`src/udprx_pkg.sv`:
```
// Package: types, constants and status codes for the UDP receive block.
package udprx_pkg;

    localparam int BINDING_SLOTS_DEF = 16;
    localparam logic [15:0] SAT_MAX = 16'hFFFF;
    localparam logic [15:0] HDR_LEN = 16'd8;
    localparam logic [15:0] PROTO_UDP = 16'd17;

    typedef enum logic [1:0] {
        FN_BYTE   = 2'd0,
        FN_BIND   = 2'd1,
        FN_UNBIND = 2'd2,
        FN_NONE   = 2'd3
    } t_func;

    typedef enum logic [2:0] {
        ST_DELIVERED = 3'd0,
        ST_MALFORMED = 3'd1,
        ST_BAD_CSUM  = 3'd2,
        ST_NO_LISTEN = 3'd3,
        ST_BOUND     = 3'd4,
        ST_REFUSED   = 3'd5,
        ST_UNBOUND   = 3'd6
    } t_status;

    typedef enum logic [2:0] {
        S_IDLE,
        S_SCAN,
        S_PSEUDO,
        S_FIN,
        S_OUT
    } t_state;

    typedef struct packed {
        logic [1:0]  func;
        logic [7:0]  data_byte;
        logic        last;
        logic [31:0] src_ip;
        logic [31:0] dst_ip;
        logic [15:0] port;
        logic [7:0]  listener_tag;
        logic        has_original_packet;
    } t_in;

    typedef struct packed {
        logic [2:0]  status;
        logic [3:0]  slot;
        logic [15:0] source_port;
        logic [15:0] dest_port;
        logic [15:0] payload_length;
        logic [7:0]  matched_tag;
        logic        send_unreachable;
    } t_out;

    function automatic logic [15:0] oc_add(input logic [15:0] a, input logic [15:0] b);
        logic [16:0] s;
        s = {1'b0, a} + {1'b0, b};
        return s[15:0] + {15'd0, s[16]};
    endfunction

endpackage

```
`src/udprx_ram.sv`:
```
// Generic simple dual-port RAM (one write port, one read port) with registered read.
module udprx_ram #(
    parameter int WIDTH = 8,
    parameter int DEPTH = 16
) (
    input  logic                     i_clk,
    input  logic                     i_we,
    input  logic [$clog2(DEPTH)-1:0] i_waddr,
    input  logic [WIDTH-1:0]         i_wdata,
    input  logic [$clog2(DEPTH)-1:0] i_raddr,
    output logic [WIDTH-1:0]         o_rdata
);
    logic [WIDTH-1:0] r_mem [DEPTH];

    always_ff @(posedge i_clk) begin
        if (i_we) begin
            r_mem[i_waddr] <= i_wdata;
        end
        o_rdata <= r_mem[i_raddr];
    end
endmodule

```
`src/udprx_seg.sv`:
```
// Segment byte parser: header capture, saturating count, running checksum.
module udprx_seg (
    input  logic        i_clk,
    input  logic        i_rst_n,
    input  logic        i_en,
    input  logic [7:0]  i_byte,
    input  logic        i_clear,
    output logic [63:0] o_hdr,
    output logic [15:0] o_count,
    output logic [15:0] o_sum,
    output logic [7:0]  o_pend
);
    import udprx_pkg::*;

    logic [63:0] r_hdr, n_hdr;
    logic [15:0] r_cnt, r_sum, n_sum;
    logic [7:0]  r_pend, n_pend;
    logic        in_range;

    always_comb begin
        n_hdr = r_hdr;
        if (r_cnt < HDR_LEN) begin
            n_hdr = {r_hdr[55:0], i_byte};
        end
        in_range = (r_cnt < HDR_LEN) || (r_cnt < n_hdr[31:16]);
        n_pend = r_pend;
        n_sum = r_sum;
        if (in_range) begin
            if (!r_cnt[0]) begin
                n_pend = i_byte;
            end else begin
                n_sum = oc_add(r_sum, {r_pend, i_byte});
            end
        end
    end

    always_ff @(posedge i_clk) begin
        if (!i_rst_n || i_clear) begin
            r_hdr <= '0;
            r_cnt <= '0;
            r_sum <= '0;
            r_pend <= '0;
        end else if (i_en) begin
            r_hdr <= n_hdr;
            r_sum <= n_sum;
            r_pend <= n_pend;
            if (r_cnt != SAT_MAX) begin
                r_cnt <= r_cnt + 16'd1;
            end
        end
    end

    assign o_hdr = r_hdr;
    assign o_count = r_cnt;
    assign o_sum = r_sum;
    assign o_pend = r_pend;
endmodule

```
`src/udp_receive_validate_and_demux.sv`:
```
// UDP receive validation and port demultiplexing, top level.
// Segment byte: taken while idle, no result unless last. Bind, unbind: memory scan, result.
// Last byte: length check, then pseudo-header checksum if the field is nonzero, then scan
// and result; malformed or bad checksum ends early. Next request taken once the result is
// accepted. Synchronous active-low reset clears control state; the binding memory is then
// swept clear, BINDING_SLOTS entries rounded up to a power of two, taking no request.
module udp_receive_validate_and_demux #(
    parameter int BINDING_SLOTS = udprx_pkg::BINDING_SLOTS_DEF
) (
    input  logic               i_clk,
    input  logic               i_rst_n,
    input  logic               i_valid,
    output logic               o_ready,
    input  udprx_pkg::t_in     i_data,
    output logic               o_valid,
    input  logic               i_ready,
    output udprx_pkg::t_out    o_data,
    input  logic               i_cfg_we,
    input  logic [31:0]        i_cfg_wdata
);
    import udprx_pkg::*;

    localparam int AW = (BINDING_SLOTS > 1) ? $clog2(BINDING_SLOTS) : 1;
    localparam int RD = 1 << AW;
    localparam logic [AW:0] NSLOT = (AW + 1)'(BINDING_SLOTS);

    t_state r_st, n_st;
    logic [31:0] r_lip;
    t_in  r_req;
    t_out r_out, n_out;
    logic [AW:0] r_idx, n_idx;
    logic        r_rv, n_rv;
    logic [AW:0] r_free, n_free;
    logic        r_hasfree, n_hasfree;
    logic        r_hit, n_hit;
    logic [AW-1:0] r_hidx, n_hidx;
    logic [7:0]  r_htag, n_htag;
    logic [15:0] r_s, n_s;
    logic [2:0]  r_ph, n_ph;
    logic        r_sweep;
    logic [AW:0] r_sw;
    logic [15:0] r_ulen, r_len;
    logic [63:0] r_hf;

    logic acc, seg_en, seg_clr;
    logic [63:0] hdr;
    logic [15:0] cnt, sum;
    logic [7:0]  pend;
    logic        we;
    logic [AW-1:0] waddr;
    logic [24:0] wdata, rdata;
    logic [15:0] key;

    assign o_ready = (r_st == S_IDLE) && !r_sweep;
    assign acc = i_valid && o_ready;
    assign seg_en = acc && (t_func'(i_data.func) == FN_BYTE);
    assign o_valid = (r_st == S_OUT);
    assign o_data = r_out;

    udprx_seg u_seg (
        .i_clk(i_clk), .i_rst_n(i_rst_n), .i_en(seg_en), .i_byte(i_data.data_byte),
        .i_clear(seg_clr), .o_hdr(hdr), .o_count(cnt), .o_sum(sum), .o_pend(pend)
    );

    udprx_ram #(.WIDTH(25), .DEPTH(RD)) u_tab (
        .i_clk(i_clk), .i_we(we), .i_waddr(waddr), .i_wdata(wdata),
        .i_raddr(n_idx[AW-1:0]), .o_rdata(rdata)
    );

    assign key = (t_func'(r_req.func) == FN_BYTE) ? r_hf[47:32] : r_req.port;

    always_comb begin
        n_st = r_st;
        n_out = r_out;
        n_idx = r_idx;
        n_rv = 1'b0;
        n_free = r_free;
        n_hasfree = r_hasfree;
        n_hit = r_hit;
        n_hidx = r_hidx;
        n_htag = r_htag;
        n_s = r_s;
        n_ph = r_ph;
        seg_clr = 1'b0;
        we = 1'b0;
        waddr = r_sw[AW-1:0];
        wdata = '0;
        case (r_st)
            S_IDLE: begin
                if (acc) begin
                    n_idx = '0;
                    n_hit = 1'b0;
                    n_hasfree = 1'b0;
                    n_out = '0;
                    case (t_func'(i_data.func))
                        FN_BIND, FN_UNBIND: begin
                            n_st = S_SCAN;
                            n_rv = 1'b1;
                        end
                        FN_BYTE: begin
                            if (i_data.last) begin
                                n_st = S_FIN;
                            end
                        end
                        default: n_st = S_IDLE;
                    endcase
                end
            end
            S_SCAN: begin
                if (r_rv) begin
                    if (rdata[24] && rdata[23:8] == key && !r_hit) begin
                        n_hit = 1'b1;
                        n_hidx = r_idx[AW-1:0];
                        n_htag = rdata[7:0];
                    end
                    if (!rdata[24] && !r_hasfree) begin
                        n_hasfree = 1'b1;
                        n_free = r_idx;
                    end
                end
                if (r_rv && r_idx + 1'b1 < NSLOT) begin
                    n_idx = r_idx + 1'b1;
                    n_rv = 1'b1;
                end else if (r_rv) begin
                    n_st = S_OUT;
                    case (t_func'(r_req.func))
                        FN_BIND: begin
                            if (r_req.port == 16'd0 || n_hit || !n_hasfree) begin
                                n_out.status = ST_REFUSED;
                            end else begin
                                n_out.status = ST_BOUND;
                                n_out.slot = 4'(n_free);
                                we = 1'b1;
                                waddr = n_free[AW-1:0];
                                wdata = {1'b1, r_req.port, r_req.listener_tag};
                            end
                        end
                        FN_UNBIND: begin
                            n_out.status = ST_UNBOUND;
                            if (n_hit) begin
                                n_out.slot = 4'(n_hidx);
                                we = 1'b1;
                                waddr = n_hidx;
                            end
                        end
                        default: begin
                            n_out.source_port = r_hf[63:48];
                            n_out.dest_port = r_hf[47:32];
                            n_out.payload_length = r_ulen - HDR_LEN;
                            if (n_hit) begin
                                n_out.status = ST_DELIVERED;
                                n_out.slot = 4'(n_hidx);
                                n_out.matched_tag = n_htag;
                            end else begin
                                n_out.status = ST_NO_LISTEN;
                                n_out.send_unreachable = (r_req.dst_ip == r_lip)
                                    && r_req.has_original_packet;
                            end
                        end
                    endcase
                end
            end
            S_FIN: begin
                seg_clr = 1'b1;
                if (r_len < HDR_LEN || r_ulen < HDR_LEN || r_ulen > r_len) begin
                    n_out.status = ST_MALFORMED;
                    n_st = S_OUT;
                end else if (r_hf[15:0] != 16'd0) begin
                    n_s = r_ulen[0] ? oc_add(sum, {pend, 8'd0}) : sum;
                    n_ph = 3'd0;
                    n_st = S_PSEUDO;
                end else begin
                    n_st = S_SCAN;
                    n_rv = 1'b1;
                end
            end
            S_PSEUDO: begin
                case (r_ph)
                    3'd0: n_s = oc_add(r_s, r_req.src_ip[31:16]);
                    3'd1: n_s = oc_add(r_s, r_req.src_ip[15:0]);
                    3'd2: n_s = oc_add(r_s, r_req.dst_ip[31:16]);
                    3'd3: n_s = oc_add(r_s, r_req.dst_ip[15:0]);
                    3'd4: n_s = oc_add(r_s, PROTO_UDP);
                    3'd5: n_s = oc_add(r_s, r_ulen);
                    default: n_s = r_s;
                endcase
                n_ph = r_ph + 3'd1;
                if (r_ph == 3'd6) begin
                    if (r_s != SAT_MAX) begin
                        n_out.status = ST_BAD_CSUM;
                        n_out.source_port = r_hf[63:48];
                        n_out.dest_port = r_hf[47:32];
                        n_out.payload_length = r_ulen - HDR_LEN;
                        n_st = S_OUT;
                    end else begin
                        n_st = S_SCAN;
                        n_rv = 1'b1;
                    end
                end
            end
            S_OUT: begin
                if (i_ready) begin
                    n_st = S_IDLE;
                end
            end
            default: n_st = S_IDLE;
        endcase
        if (r_sweep) begin
            we = 1'b1;
            waddr = r_sw[AW-1:0];
            wdata = '0;
        end
    end

    always_ff @(posedge i_clk) begin
        if (!i_rst_n) begin
            r_st <= S_IDLE;
            r_lip <= '0;
            r_rv <= 1'b0;
            r_sweep <= 1'b1;
            r_sw <= '0;
        end else begin
            r_st <= n_st;
            r_rv <= n_rv;
            if (i_cfg_we) begin
                r_lip <= i_cfg_wdata;
            end
            if (r_sweep) begin
                r_sw <= r_sw + 1'b1;
                if (r_sw + 1'b1 >= (AW + 1)'(RD)) begin
                    r_sweep <= 1'b0;
                end
            end
        end
    end

    always_ff @(posedge i_clk) begin
        r_out <= n_out;
        r_idx <= n_idx;
        r_free <= n_free;
        r_hasfree <= n_hasfree;
        r_hit <= n_hit;
        r_hidx <= n_hidx;
        r_htag <= n_htag;
        r_s <= n_s;
        r_ph <= n_ph;
        if (acc) begin
            r_req <= i_data;
        end
        if (seg_en) begin
            r_hf <= (cnt < HDR_LEN) ? {hdr[55:0], i_data.data_byte} : hdr;
            r_ulen <= (cnt < HDR_LEN) ? hdr[23:8] : hdr[31:16];
            r_len <= (cnt != SAT_MAX) ? cnt + 16'd1 : cnt;
        end
    end
endmodule
```
`config.mk`:
```
export PLATFORM = sky130hd
export DESIGN_NAME = udp_receive_validate_and_demux
export DESIGN_NICKNAME = d
export VERILOG_FILES = /design/src/udprx_pkg.sv /design/src/udprx_ram.sv /design/src/udprx_seg.sv /design/src/udp_receive_validate_and_demux.sv
export SDC_FILE = /design/constraint.sdc
export NUM_CORES = 2
export LEC_CHECK = 0
export BUFFER_PORTS_ARGS = -buffer_cell sky130_fd_sc_hd__buf_2
export CORE_MARGIN = 4
export CORE_UTILIZATION = 54
export DETAILED_ROUTE_END_ITERATION = 8
export PLACE_DENSITY = 0.72
export SYNTH_ARGS = -nofsm -noshare
export SYNTH_HDL_FRONTEND = slang
export SYNTH_SLANG_ARGS = --single-unit
export TNS_END_PERCENT = 50
```
`constraint.sdc`:
```
create_clock -name i_clk -period 11.8 [get_ports i_clk]
set_clock_uncertainty 0.15 [all_clocks]
set_input_delay 1.77 -clock i_clk [delete_from_list [all_inputs] [get_ports i_clk]]
set_output_delay 1.77 -clock i_clk [all_outputs]
set_load 0.03 [all_outputs]
```
==> run summary <==
DR pass1 iterations = 6
top_reg_cell synth = edfxtp_1
initial antenna violation count = 4
Unique masters post-synth = 97
total number of vias = 30,301
Worst VDD drop = 109 uV
DRT Wirelength = 109 mm
Total Routing Usage GR = 25.6%
ANT nets after route = 0
Max Slew Vio Count = 0
relative slew slack = 24.2%
Cell Area, Synth = 42,200 um2
Synth top cells by count = edfxtp_1, nand2_1, nor2_1
Layout area overhead = 11.8%
first-pass GRT wire length = 165 mm
critical-path cell list = inv_1 > ha_1 > mux2i_1 > xor2_1 > and3_1 > nand3_1 > o21ba_2 > a21boi_0 > nand3b_1 > a22oi_1 > nor2b_1 > nand2_1 > nor2_4
CP max FO = 25
Chip Width = 287 um
async set-reset flop share out of synthesis = 0%
CTS tree = done
Mean Syn Cell Area = 11.1 um2
Worst Path Arrival = 6.00 ns
Top Ports = 203
Final Util = 60.8%
syn_nets = 4,117
clock-pin slew on the worst setup and hold paths = 0.07 ns
Final Cycle Share = 49.9%
RSZ-0062 raised after global routing = false
Simple-Gate Fraction of Synth Area = 16.7%
hold path depth = 2
Port Buffers = 202
mux contribution to synthesized area = 3.82%
Hold/Removal Path Class = flip-flop to flip-flop
Congestion Overflow GR = 0
CTS Hold Bufs = 0
Post-Synth XOR/XNOR Area = 5.62%
slowest cell on the critical path = nor2_4
worst-margin pin slew = 1.13 ns
vias in the first global route = 28,475
H-tree depth = 3
Seq/Total Area, Yosys = 56.2%
largest family of logic cells by synthesized area = simple AND/OR/NAND/NOR gates
layout cells sized above 1 = 12.4%
synthesized flop and latch total = 848
die area = 82,600 um2
setup_tns = 0 ns
setup violators final = 0
clock root cell = clkbuf_16
NumNets Final = 4,245
worst-case reg-to-reg path depth = 13
post-synthesis adder-cell area fraction = 5.02%
leakage power = 17.7 nW
Peak Freq = 170 MHz
Setup crit end kind = flip-flop
Post-CTS Resized = 0
CP required = 11.92 ns
clock latency on the worst-skew pair = 0.66 ns
crit path kind = flip-flop to flip-flop
Cells after Synth = 3,815
Post-synth EDFFs = 673
Compound-Gate Fraction of Synth Area = 9.98%
largest net degree at the start of global routing = 95
Worst path max stage delay = 0.92 ns
synth warn = 0
postcts setup bufs = 0
DRT iter0 DRCs = 2,978
area leader, netlist = edfxtp_1
synth top area cells = edfxtp_1, dfxtp_1, nand2_1
Initial Util = 54.4%
TritonCTS buffer count = 88
Synth top area share = 47.9%
top-count cell post-synth = edfxtp_1
GP Congestion = 0.921
site row count = 102
max cap viols = 0
deepest clock path buffer count = 3
DR WL/cell = 21.6 um
chip height = 287 um
drt drc = 0
CORE AREA = 77,500 um2
nature of the critical path startpoint = flip-flop
DP HPWL = 71.7 mm
Hold Vio Cnt, Final = 0
status = completed
Tmin final = 5.88 ns
drt via density = 5.99
CTS Sinks = 848
Pwr per Cell Area = 150 nW/um2
flip-flops by register name, indices dropped and copies added, names as in the netlist, 4 cells and up:
name,flops
r_hidx,4
r_idx,5
r_sw,5
u_seg.o_hdr,64
r_ulen,15
u_tab.r_mem,400
u_tab.o_rdata,25
u_seg.o_pend,8
r_hf,49
r_len,16
r_htag,8
r_lip,32
r_req,91
r_free,4
u_seg.o_sum,16
o_data,64
r_s,16
u_seg.o_count,16
final timing paths:
kind / startpoint / endpoint / slack [ns]
max: r_req[98]$_DFFE_PP_ / u_tab.r_mem[1][19]$_DFFE_PP_ / 5.92
max reg2reg: r_req[98]$_DFFE_PP_ / u_tab.r_mem[1][19]$_DFFE_PP_ / 5.92
min: u_seg.o_hdr[62]$_SDFFE_PP0P_ / u_seg.o_hdr[62]$_SDFFE_PP0P_ / 0.34
min reg2reg: u_seg.o_hdr[62]$_SDFFE_PP0P_ / u_seg.o_hdr[62]$_SDFFE_PP0P_ / 0.34
cells in the final DEF, fill, tap and decap left out, drive strengths merged, types with 112 or more instances in the layout:
master / instances
a21oi: 134
buf: 226
clkbuf: 112
dfxtp: 175
edfxtp: 673
ha: 158
nand2: 542
nand3: 154
nor2: 320
xnor2: 158
worst max-delay path: cells and delay by family, from the launching register on:
family | cells | cell delay, ns
mux | 1 | 0.58
compound gates | 3 | 0.88
buf+inv | 1 | 0.10
xor+xnor | 1 | 0.15
flops | 1 | 0.41
simple gates | 6 | 2.40
fa+ha+maj | 1 | 0.78
where the power goes:
group | total, W | internal [W] | switching (W)
clock | 0.00281 | 0.00161 | 0.00121
combinational | 0.000866 | 0.000266 | 0.000599
sequential | 0.00340 | 0.00332 | 0.0000785
total | 0.00708 | 0.00520 | 0.00188
final cells by class:
cell class	count	area, um2
sequential	848	23700
timing repair buffer	226	1190
antenna	3	7.51
inverter	96	370
clock inverter	52	584
tap	1040	1300
clock buffer	112	2380
fill	6130	30300
multi-input combinational	2683	17600
kinds of logic after synthesis:
family          Yosys count
other cells               1
fa+ha+maj               165
flops                   848
mux                     153
xor+xnor                268
simple gates           1493
compound gates          603
buf+inv                 284
routing by layer:
| metal | GRT usage [%] | wire [um] | part of all wire, % |
|---|---|---|---|
| met1 | 36.7 | 47500 | 44 |
| met2 | 39.3 | 48700 | 45 |
| met3 | 5.60 | 10000 | 9.2 |
| met4 | 7.87 | 2880 | 2.6 |
| met5 | 0 | 40 | 0.037 |
metrics by stage:
stage / setup WS, ns / power [W] / cells / hold WS [ns] / cell area (um2)
4_1_cts: 6.13 / 0.00712 / 5057 / 0.342 / 47100
3_3_place_gp: 5.93 / 0.00431 / 4893 / 0.326 / 44100
6_report: 5.92 / 0.00708 / 5060 / 0.338 / 47100
3_5_place_dp: 5.85 / 0.00432 / 4893 / 0.334 / 44100
5_1_grt: 5.60 / 0.00735 / 5057 / 0.371 / 47100
2_1_floorplan: 1.59 / 0.00405 / 3815 / 0.311 / 42200
No activity file was read; power rests on OpenSTA's default activity.
